===== src/spq_pkg.sv =====
package spq_pkg;

   // Default depth of the queue
   localparam int CAPACITY_DEF = 16;

   // Field widths
   localparam int PRIO_W   = 8;
   localparam int DATA_W   = 32;
   localparam int OCC_W    = 5;
   localparam int STATUS_W = 2;

   // One stored entry
   typedef struct packed {
      logic [PRIO_W-1:0] prio;
      logic [DATA_W-1:0] data;
   } entry_type;

   // Result status codes
   typedef enum logic [STATUS_W-1:0] {
      STATUS_OK    = 2'd0,
      STATUS_EMPTY = 2'd1,
      STATUS_FULL  = 2'd2
   } status_type;

   // Request modes
   localparam logic MODE_INSERT = 1'b0;
   localparam logic MODE_REMOVE = 1'b1;

   // Controller states
   typedef enum logic [1:0] {
      ST_IDLE,
      ST_POP,
      ST_CMP,
      ST_PUT
   } state_type;

endpackage


===== src/spq_mem.sv =====
module spq_mem
   import spq_pkg::*;
#(
   parameter int DEPTH = CAPACITY_DEF,
   parameter int AW    = $clog2(CAPACITY_DEF)
) (
   input  logic          clock,
   input  logic          wr_en,
   input  logic [AW-1:0] wr_addr,
   input  entry_type     wr_entry,
   input  logic [AW-1:0] rd_addr,
   output entry_type     rd_entry
);

   entry_type slot_mem [DEPTH];
   entry_type rd_entry_ff;

   // Single write port
   always_ff @(posedge clock) begin
      if (wr_en) begin
         slot_mem[wr_addr] <= wr_entry;
      end
   end

   // Registered read port
   always_ff @(posedge clock) begin
      rd_entry_ff <= slot_mem[rd_addr];
   end

   assign rd_entry = rd_entry_ff;

endmodule


===== src/spq_ctrl.sv =====
module spq_ctrl
   import spq_pkg::*;
#(
   parameter int CAPACITY = CAPACITY_DEF,
   parameter int AW       = $clog2(CAPACITY_DEF)
) (
   input  logic                clock,
   input  logic                reset,
   // request side
   input  logic                req_valid,
   output logic                req_ready,
   input  logic                req_mode,
   input  logic [PRIO_W-1:0]   req_priority_req,
   input  logic [DATA_W-1:0]   req_payload,
   // result side
   output logic                rsp_valid,
   input  logic                rsp_ready,
   output logic [PRIO_W-1:0]   rsp_out_priority,
   output logic [DATA_W-1:0]   rsp_out_payload,
   output logic [STATUS_W-1:0] rsp_status,
   output logic [OCC_W-1:0]    rsp_occupancy,
   output logic                rsp_is_empty,
   // memory access
   output logic                mem_wr_en,
   output logic [AW-1:0]       mem_wr_addr,
   output entry_type           mem_wr_entry,
   output logic [AW-1:0]       mem_rd_addr,
   input  entry_type           mem_rd_entry
);

   localparam int CW = $clog2(CAPACITY + 1);

   state_type           state_ff, state_in;
   logic [AW-1:0]       head_ff, head_in;
   logic [AW-1:0]       tail_ff, tail_in;
   logic [CW-1:0]       count_ff, count_in;
   logic [AW-1:0]       wpos_ff, wpos_in;
   logic [CW-1:0]       left_ff, left_in;
   logic [PRIO_W-1:0]   pr_ff, pr_in;
   logic [DATA_W-1:0]   data_ff, data_in;

   logic                rsp_valid_ff, rsp_valid_in;
   logic [PRIO_W-1:0]   rsp_prio_ff, rsp_prio_in;
   logic [DATA_W-1:0]   rsp_data_ff, rsp_data_in;
   status_type          rsp_status_ff, rsp_status_in;
   logic [CW-1:0]       rsp_count_ff, rsp_count_in;

   logic                accept;
   logic                is_full;
   logic                is_zero;
   logic                shift_hit;
   logic [AW-1:0]       tail_prev;
   logic [AW-1:0]       wpos_prev;
   logic [AW-1:0]       wpos_prev2;

   // Circular index step with wrap at CAPACITY
   function automatic logic [AW-1:0] wrap_dec(input logic [AW-1:0] p);
      return (p == '0) ? AW'(CAPACITY - 1) : p - 1'b1;
   endfunction

   function automatic logic [AW-1:0] wrap_inc(input logic [AW-1:0] p);
      return (p == AW'(CAPACITY - 1)) ? '0 : p + 1'b1;
   endfunction

   // Take a new item only when idle and the result register is free
   assign req_ready  = (state_ff == ST_IDLE) && (!rsp_valid_ff || rsp_ready);
   assign accept     = req_valid && req_ready;
   assign is_full    = (count_ff == CW'(CAPACITY));
   assign is_zero    = (count_ff == '0);
   assign shift_hit  = (mem_rd_entry.prio < pr_ff);
   assign tail_prev  = wrap_dec(tail_ff);
   assign wpos_prev  = wrap_dec(wpos_ff);
   assign wpos_prev2 = wrap_dec(wpos_prev);

   // Next state
   always_comb begin
      state_in = state_ff;
      case (state_ff)
         ST_IDLE: begin
            if (accept) begin
               if (req_mode == MODE_REMOVE) begin
                  if (!is_zero) begin
                     state_in = ST_POP;
                  end
               end else if (!is_full && !is_zero) begin
                  state_in = ST_CMP;
               end
            end
         end
         ST_POP: begin
            state_in = ST_IDLE;
         end
         ST_CMP: begin
            if (!shift_hit) begin
               state_in = ST_IDLE;
            end else if (left_ff == CW'(1)) begin
               state_in = ST_PUT;
            end
         end
         ST_PUT: begin
            state_in = ST_IDLE;
         end
         default: begin
            state_in = ST_IDLE;
         end
      endcase
   end

   // Datapath, memory access and result loading
   always_comb begin
      head_in       = head_ff;
      tail_in       = tail_ff;
      count_in      = count_ff;
      wpos_in       = wpos_ff;
      left_in       = left_ff;
      pr_in         = pr_ff;
      data_in       = data_ff;
      mem_wr_en     = 1'b0;
      mem_wr_addr   = wpos_ff;
      mem_wr_entry  = '{prio: pr_ff, data: data_ff};
      mem_rd_addr   = head_ff;
      rsp_prio_in   = rsp_prio_ff;
      rsp_data_in   = rsp_data_ff;
      rsp_status_in = rsp_status_ff;
      rsp_count_in  = rsp_count_ff;
      rsp_valid_in  = rsp_valid_ff && !rsp_ready;

      case (state_ff)
         ST_IDLE: begin
            if (accept) begin
               pr_in   = req_priority_req;
               data_in = req_payload;
               wpos_in = tail_ff;
               left_in = count_ff;
               if (req_mode == MODE_REMOVE) begin
                  mem_rd_addr = head_ff;
                  if (is_zero) begin
                     rsp_valid_in  = 1'b1;
                     rsp_prio_in   = '0;
                     rsp_data_in   = '0;
                     rsp_status_in = STATUS_EMPTY;
                     rsp_count_in  = count_ff;
                  end
               end else if (is_full) begin
                  rsp_valid_in  = 1'b1;
                  rsp_prio_in   = '0;
                  rsp_data_in   = '0;
                  rsp_status_in = STATUS_FULL;
                  rsp_count_in  = count_ff;
               end else if (is_zero) begin
                  // empty queue: the item goes straight to the tail
                  mem_wr_en     = 1'b1;
                  mem_wr_addr   = tail_ff;
                  mem_wr_entry  = '{prio: req_priority_req, data: req_payload};
                  tail_in       = wrap_inc(tail_ff);
                  count_in      = count_ff + 1'b1;
                  rsp_valid_in  = 1'b1;
                  rsp_prio_in   = '0;
                  rsp_data_in   = '0;
                  rsp_status_in = STATUS_OK;
                  rsp_count_in  = count_ff + 1'b1;
               end else begin
                  // start scanning backward from the last entry
                  mem_rd_addr = tail_prev;
               end
            end
         end
         ST_POP: begin
            head_in       = wrap_inc(head_ff);
            count_in      = count_ff - 1'b1;
            rsp_valid_in  = 1'b1;
            rsp_prio_in   = mem_rd_entry.prio;
            rsp_data_in   = mem_rd_entry.data;
            rsp_status_in = STATUS_OK;
            rsp_count_in  = count_ff - 1'b1;
         end
         ST_CMP: begin
            mem_wr_en   = 1'b1;
            mem_wr_addr = wpos_ff;
            if (shift_hit) begin
               // lower priority: move it down one slot, read the next one up
               mem_wr_entry = mem_rd_entry;
               wpos_in      = wpos_prev;
               left_in      = left_ff - 1'b1;
               mem_rd_addr  = wpos_prev2;
            end else begin
               tail_in       = wrap_inc(tail_ff);
               count_in      = count_ff + 1'b1;
               rsp_valid_in  = 1'b1;
               rsp_prio_in   = '0;
               rsp_data_in   = '0;
               rsp_status_in = STATUS_OK;
               rsp_count_in  = count_ff + 1'b1;
            end
         end
         ST_PUT: begin
            // new item lands at the head end
            mem_wr_en     = 1'b1;
            mem_wr_addr   = wpos_ff;
            tail_in       = wrap_inc(tail_ff);
            count_in      = count_ff + 1'b1;
            rsp_valid_in  = 1'b1;
            rsp_prio_in   = '0;
            rsp_data_in   = '0;
            rsp_status_in = STATUS_OK;
            rsp_count_in  = count_ff + 1'b1;
         end
         default: begin
         end
      endcase
   end

   // Control registers
   always_ff @(posedge clock) begin
      if (reset) begin
         state_ff     <= ST_IDLE;
         head_ff      <= '0;
         tail_ff      <= '0;
         count_ff     <= '0;
         rsp_valid_ff <= 1'b0;
      end else begin
         state_ff     <= state_in;
         head_ff      <= head_in;
         tail_ff      <= tail_in;
         count_ff     <= count_in;
         rsp_valid_ff <= rsp_valid_in;
      end
   end

   // Payload registers
   always_ff @(posedge clock) begin
      wpos_ff       <= wpos_in;
      left_ff       <= left_in;
      pr_ff         <= pr_in;
      data_ff       <= data_in;
      rsp_prio_ff   <= rsp_prio_in;
      rsp_data_ff   <= rsp_data_in;
      rsp_status_ff <= rsp_status_in;
      rsp_count_ff  <= rsp_count_in;
   end

   assign rsp_valid        = rsp_valid_ff;
   assign rsp_out_priority = rsp_prio_ff;
   assign rsp_out_payload  = rsp_data_ff;
   assign rsp_status       = rsp_status_ff;
   assign rsp_occupancy    = OCC_W'(rsp_count_ff);
   assign rsp_is_empty     = (rsp_count_ff == '0);

endmodule


===== src/sorted_priority_queue_core.sv =====
// Result path: a rejected item or an insert into an empty queue is answered from ST_IDLE,
// a remove from ST_POP, any other insert from ST_CMP or ST_PUT after its entry scan.
// One item at a time; the entry scan does one memory read and one write per cycle.
// Next item is taken once the controller is idle and the result register is free.
// Reset clears head, tail and count; the entry memory keeps its contents.
module sorted_priority_queue_core
   import spq_pkg::*;
#(
   parameter int CAPACITY = CAPACITY_DEF
) (
   input  logic                clock,
   input  logic                reset,
   input  logic                req_valid,
   output logic                req_ready,
   input  logic                req_mode,
   input  logic [PRIO_W-1:0]   req_priority_req,
   input  logic [DATA_W-1:0]   req_payload,
   output logic                rsp_valid,
   input  logic                rsp_ready,
   output logic [PRIO_W-1:0]   rsp_out_priority,
   output logic [DATA_W-1:0]   rsp_out_payload,
   output logic [STATUS_W-1:0] rsp_status,
   output logic [OCC_W-1:0]    rsp_occupancy,
   output logic                rsp_is_empty
);

   localparam int AW = $clog2(CAPACITY);

   logic          mem_wr_en;
   logic [AW-1:0] mem_wr_addr;
   entry_type     mem_wr_entry;
   logic [AW-1:0] mem_rd_addr;
   entry_type     mem_rd_entry;

   spq_ctrl #(
      .CAPACITY (CAPACITY),
      .AW       (AW)
   ) u_ctrl (
      .clock            (clock),
      .reset            (reset),
      .req_valid        (req_valid),
      .req_ready        (req_ready),
      .req_mode         (req_mode),
      .req_priority_req (req_priority_req),
      .req_payload      (req_payload),
      .rsp_valid        (rsp_valid),
      .rsp_ready        (rsp_ready),
      .rsp_out_priority (rsp_out_priority),
      .rsp_out_payload  (rsp_out_payload),
      .rsp_status       (rsp_status),
      .rsp_occupancy    (rsp_occupancy),
      .rsp_is_empty     (rsp_is_empty),
      .mem_wr_en        (mem_wr_en),
      .mem_wr_addr      (mem_wr_addr),
      .mem_wr_entry     (mem_wr_entry),
      .mem_rd_addr      (mem_rd_addr),
      .mem_rd_entry     (mem_rd_entry)
   );

   spq_mem #(
      .DEPTH (CAPACITY),
      .AW    (AW)
   ) u_mem (
      .clock    (clock),
      .wr_en    (mem_wr_en),
      .wr_addr  (mem_wr_addr),
      .wr_entry (mem_wr_entry),
      .rd_addr  (mem_rd_addr),
      .rd_entry (mem_rd_entry)
   );

endmodule

===== config.mk =====
export PLATFORM = sky130hd
export DESIGN_NAME = sorted_priority_queue_core
export DESIGN_NICKNAME = d
export VERILOG_FILES = /design/src/spq_pkg.sv /design/src/spq_mem.sv /design/src/spq_ctrl.sv /design/src/sorted_priority_queue_core.sv
export SDC_FILE = /design/constraint.sdc
export NUM_CORES = 1
export LEC_CHECK = 0
export BUFFER_PORTS_ARGS = -buffer_cell sky130_fd_sc_hd__clkbuf_2
export CORE_UTILIZATION = 50
export CTS_CLUSTER_SIZE = 12
export DETAILED_ROUTE_END_ITERATION = 8
export PLACE_DENSITY = 0.66
export SETUP_SLACK_MARGIN = 0.05
export SLEW_MARGIN = 0
export SYNTH_ARGS = -nofsm -noshare
export SYNTH_HDL_FRONTEND = slang
export SYNTH_SLANG_ARGS = --single-unit

===== constraint.sdc =====
create_clock -name clock -period 5.6 [get_ports clock]
set_input_delay 1.68 -clock clock [delete_from_list [all_inputs] [get_ports clock]]
set_output_delay 1.68 -clock clock [all_outputs]
set_load 0.05 [all_outputs]

* Word-level counts from Yosys, hierarchy flattened
Memory sizes are Yosys's and may differ from the RTL's. A register that Yosys moved wholly into a read port is not among the register bits. Index checks and enable logic that the tools add are counted.
Operators by class: add/subtract/negate cells 8, order comparisons 1, equal/unequal tests 18, mux-type cells 84, reductions and logical operators 26
Operators by type and width (count):
- 40-bit 2-to-1 mux | 5
- 32-bit 2-to-1 mux | 5
- 32-bit one-hot mux with 4 select lines | 1
- 4-bit 2-to-1 mux | 22
- 40-bit one-hot mux with 2 select lines | 1
- 5-bit 2-to-1 mux | 11
- 8-bit 2-to-1 mux | 5
- 5-bit one-hot mux with 4 select lines | 2
- 8-bit one-hot mux with 4 select lines | 1
- 2-bit 2-to-1 mux | 12
- 4-bit one-hot mux with 2 select lines | 2
- 4-bit zero test | 3
- 2-bit one-hot mux with 3 select lines | 2
- 4-bit one-hot mux with 3 select lines | 1
- 4-bit by 1-bit subtractor with 4-bit output, second input constant | 3
- 1-bit 2-to-1 mux | 11
- 5-bit zero test | 2
- 5-bit one-hot mux with 2 select lines | 1
- 5-bit by 1-bit subtractor with 5-bit output, second input constant | 2
- 3-bit != test, second input constant | 3
- 4-bit by 1-bit adder with 4-bit output, second input constant | 2
- 4-bit == test, second input constant | 2
- 8-bit < comparator | 1
- 4-bit AND reduction | 2
- 22 further kinds | 35
Storage, ports and cells: register bits 112, RAM bits 640, output and inout port bits 50, memories 1
Memory list:
- u_mem.slot_mem | words 16, bits a word 40, rd ports 1, clocked after Yosys merged registers in 1, write ports 1, line spq_mem.sv:15 | entry_type slot_mem [DEPTH];

* Logic depth before layout (Yosys ltp)
depth in word-level cells 8, depth in mapped cells 14, mapped depth without buffers 10

* Cells and area by module
A second synthesis with hierarchy kept.
Second synthesis, totals: cells, all modules 1611, area, all modules 31096.1 um2
By module, submodules not included:
- spq_mem | times used 1, cells each 1040, area an instance 25131.6 um2, seq. area each 20019.2 um2
- spq_ctrl | times used 1, cells each 571, area an instance 5964.5 um2, seq. area each 3203.1 um2

* Least setup slack after synthesis
No wires, ideal clock.
path kind input to register, start point in rsp_ready, end point mem u_mem.slot_mem[5][0] (netlist bit) (enable), data arrival time 4798 ps, data required time 5163 ps, setup slack 364 ps, cell stages on the path 8, buffers on the path 2, cell sequence nand2b_1 nand3_2 or4_1 clkbuf_1 clkbuf_1 nor3b_1 a31oi_1 nor2_1
Between the ends: longest elaborated chain between the ends 7
Ends and longest elaborated chain:
- start, declared | line sorted_priority_queue_core.sv:19 | input logic rsp_ready,
- 1-bit logical OR * | line spq_ctrl.sv:66 | assign req_ready = (state_ff == ST_IDLE) && (!rsp_valid_ff || rsp_ready);
- 1-bit logical AND * | line spq_ctrl.sv:66
- 1-bit logical AND * | line spq_ctrl.sv:67 | assign accept = req_valid && req_ready;
- 1-bit 2-to-1 mux | line spq_ctrl.sv:130 | if (accept) begin
- 1-bit one-hot mux with 2 select lines | line spq_ctrl.sv:128 | case (state_ff)
- 1-bit 2-to-1 mux | line spq_mem.sv:20 | if (wr_en) begin
- 1-bit 2-to-1 mux (implied by the code) | line spq_mem.sv:21 | slot_mem[wr_addr] <= wr_entry;
- end, declared | line spq_mem.sv:15
Every way passes the cells marked *; elsewhere a longest branch is shown, timed or not.

* Worst setup path after layout
start point reg u_ctrl.state_ff[1], end point reg, netlist name u_mem.rd_entry[17]
Between the ends: longest elaborated chain between the ends 5
Ends and longest elaborated chain:
- start, declared | line spq_ctrl.sv:33 | state_type state_ff, state_in;
- start signal, assigned | line spq_ctrl.sv:222 | state_ff <= state_in;
- 2-bit zero test | line spq_ctrl.sv:66, spq_ctrl.sv:128
- 1-bit logical AND | line spq_ctrl.sv:66
- 1-bit logical AND | line spq_ctrl.sv:67
- 4-bit 2-to-1 mux | line spq_ctrl.sv:130
- 4-bit one-hot mux with 2 select lines * | line spq_ctrl.sv:128
Marked as above. A chain may end at the register's enable or synchronous reset.

==> impl_metrics.csv <==
group,metric,value,unit
power,p_sw,0.00672,W
sta,rsz0062_at_grt,"false",
clock_network,clk_latency,0.62,ns
sta,fin_crit,4.30,ns
clock_network,cts_buffers,82,
route,ant_nets,0,
synth,synth_edf_count,736,
sta,setup_viol,0,
setup_path,crit_type,"register to register",
placement,dp_hpwl,44900,µm
floorplanning,rows,93,
clock_network,cts_setup_buffers,0,
grt,grt_start_max_net_pins,105,
power,internal_power,0.0129,W
job,maxCapViolCount,0,
power,seqPwrFrac,0.431,
worst_hold_path,hp-class,"register to register",
route,num_vias,19185,
finish,multi_input_comb_area,8740,µm²
clock_network,cts_tree,"built",
power,switching_share,0.342,
grt,overflow,0,
sta,hold_viol,0,
floorplanning,die_h,257,µm
route,first_pass_iters,7,
setup_path,required,6.12,ns
synth,ys_ff_latch,792,
sta,drv_slew,0,
power,pwr-share-clk,0.262,
finish,fin_nets,2278,
grt,grt_pass1_wl,122000,µm
power,power.density,534,nW/µm²
route,drt-total-wl,81700,µm
grt,first_global_vias,19141,
sta,clock.fmax,0.233,GHz
finish,n_antenna_cell,0,
sta,worstMarginPinSlew,1.17,ns
floorplanning,die-width,257,µm
synth,syn_inst,2119,
route,wl_per_cell,26.1,µm
finish,area.growth.synth_to_final,12.9,%
setup_path,worst_setup_path_start_kind,"register",
synth,ys_seq_area_frac,0.712,
finish,drive_gt1_frac,0.218,
synth,ys.flop_type,"edfxtp_1",
finish,seq_area,23200,µm²
sta,fin_crit_sh,0.768,
clock_network,postCtsResizedCells,0,
power,power,0.0197,W
placement,portBuffers,94,
power,p_comb_frac,0.307,
route,routed_via_density,6.12,
synth,synthesis.nets,2183,
sta,relSlewSlack,0.223,
clock_network,cts_hold_buf,0,
power,ir_drop,0.000322,V
finish,utilization,0.571,
synth,syn_area,32600,µm²
setup_path,cp_max_fo,104,
synth,synth_async_sr_flop_share,0,
sta,setup-tns-final,0,ns
synth,yosysWarnings,0,
floorplanning,core,64500,µm²
finish,fill_cells,4989,
sta,finClkSkew,0.0244,ns
clock_network,clock-sinks,792,
floorplanning,fp.dieArea,66200,µm²
power,leakage,12.6,nW
route,drc,0,
synth,avgSynthCellArea,15.4,µm²
status,status,"finished, final reports clean",
clock_network,ctsLongestPathBuffers,3,
floorplanning,start_util,0.506,
grt,globalRouteTotalUtil,0.247,
synth,ys_types,68,
placement,place_congestion,0.855,
floorplanning,pin_count,95,
setup_path,crit_arrival,4.82,ns
grt,antenna_found_initial,0,
clock_network,clk_pin_slew_worst_paths,0.06,ns
clock_network,cts_max_level,3,
setup_path,end_kind,"register",
clock_network,root_buffer,"clkbuf_16",
route,drt_iter0_markers,2031,
==> sequential cells by signal (all words and copies together) (netlist names), 5 cells and up <==
signal / cells
u_ctrl.pr_ff: 8
u_ctrl.data_ff: 32
u_mem.slot_mem: 640
u_ctrl.left_ff: 5
u_ctrl.rsp_out_payload: 32
u_mem.rd_entry: 40
u_ctrl.rsp_occupancy: 5
u_ctrl.rsp_out_priority: 8
u_ctrl.count_ff: 5
==> cells in the mapped netlist, types with 4 or more instances <==
cell        n  area, µm²
nor3_1     10       50.1
or3_1       4       25.0
xnor2_1     6       52.6
a22o_1     40        350
o21ai_1    12       60.1
o21ai_0   190        951
edfxtp_1  736      22100
nor4_2      5       62.6
inv_1      42        158
nor2b_1     4       25.0
a22oi_1    23        173
nand3_1     8       40.0
a211oi_1   99        743
o211ai_1    4       30.0
clkbuf_1   90        338
a31oi_1     7       43.8
mux2_1     57        642
mux2i_1    84        841
mux2_2    179       2020
nand2b_1    7       43.8
o22ai_1    78        488
and2_1      5       31.3
buf_1       7       26.3
buf_2      25        125
a21oi_1    72        360
ha_1       19        238
xor2_1      8       70.1
nand2_1    76        285
buf_4      24        180
dfxtp_1    56       1120
nor2_1     49        184
nor4_1     37        231
==> layout by cell type (no fill, tap or decap), types with 41 or more instances in the layout <==
cell type,instances
mux2_2,179
mux2i_1,84
dfxtp_1,55
mux2_1,57
inv_1,41
edfxtp_1,736
buf_4,52
o21ai_0,190
clkbuf_16,83
a21oi_1,72
nand2_1,76
clkbuf_2,94
a211oi_1,99
o22ai_1,78
==> logic make-up after synthesis <==
family                     share of synthesized area
DFF                                            0.712
AOI/OAI and AO/OA                              0.107
muxes                                          0.109
and+or+nand+nor                               0.0349
buffers and inverters                         0.0262
adders and majority gates                    0.00729
xor gates and xnor gates                     0.00376
==> final cells by class <==
class                           count  area share
Timing Repair Buffer              159      0.0304
Inverter                           43     0.00438
Clock inverter                     18     0.00404
Multi-Input combinational cell   1136       0.237
Clock buffer                      130      0.0639
Sequential cell                   792       0.631
Tap cell                          855      0.0291
==> layer usage <==
layer / track usage / wire length (µm) / vias to the layer above
met2: 0.390 / 38300 / 678
met4: 0.0820 / 2090 / 0
met1: 0.350 / 36500 / 9832
li1: - / - / 8541
met5: 0 / 0 / -
met3: 0.0374 / 4790 / 134
==> metrics by stage <==
step	instance area [µm²]	setup slack [ns]	cells	hold WS [ns]
5_1_grt	36800	0.939	3133	0.548
6_report	36800	1.30	3133	0.534
2_1_floorplan	32600	0.364	2119	0.475
3_3_place_gp	34300	0.834	2985	0.502
4_1_cts	36800	1.36	3133	0.531
3_5_place_dp	34300	0.782	2985	0.523
==> power by group through the flow <==
stage | Sequential, W | Clock (W) | Combinational, W
6_report | 0.00848 | 0.00514 | 0.00604
4_1_cts | 0.00848 | 0.00522 | 0.00602
3_5_place_dp | 0.00859 | 0 | 0.00600
3_3_place_gp | 0.00858 | 0 | 0.00584
5_1_grt | 0.00854 | 0.00544 | 0.00647
2_1_floorplan | 0.00899 | 0 | 0.00362
==> final timing paths <==
path	from	end	slack, ns	cells past startpoint
max	u_ctrl.state_ff[1]	u_mem.rd_entry[17]	1.30	9
min	u_ctrl.head_ff[1]	u_ctrl.head_ff[1]	0.53	2
max reg2reg	u_ctrl.state_ff[1]	u_mem.rd_entry[17]	1.30	9
min reg2reg	u_ctrl.head_ff[1]	u_ctrl.head_ff[1]	0.53	2
==> worst max-delay path, stage by stage, from the launching register on <==
cell,delay [ns]
dfxtp_1,0.78
nand2b_1,0.61
a311oi_1,0.40
o211ai_1,0.19
o21ai_4,0.42
buf_4,0.84
o21ai_0,0.26
mux2i_1,0.27
a211oi_1,0.09
nor4_1,0.29
(Power assumes the default switching activity.)
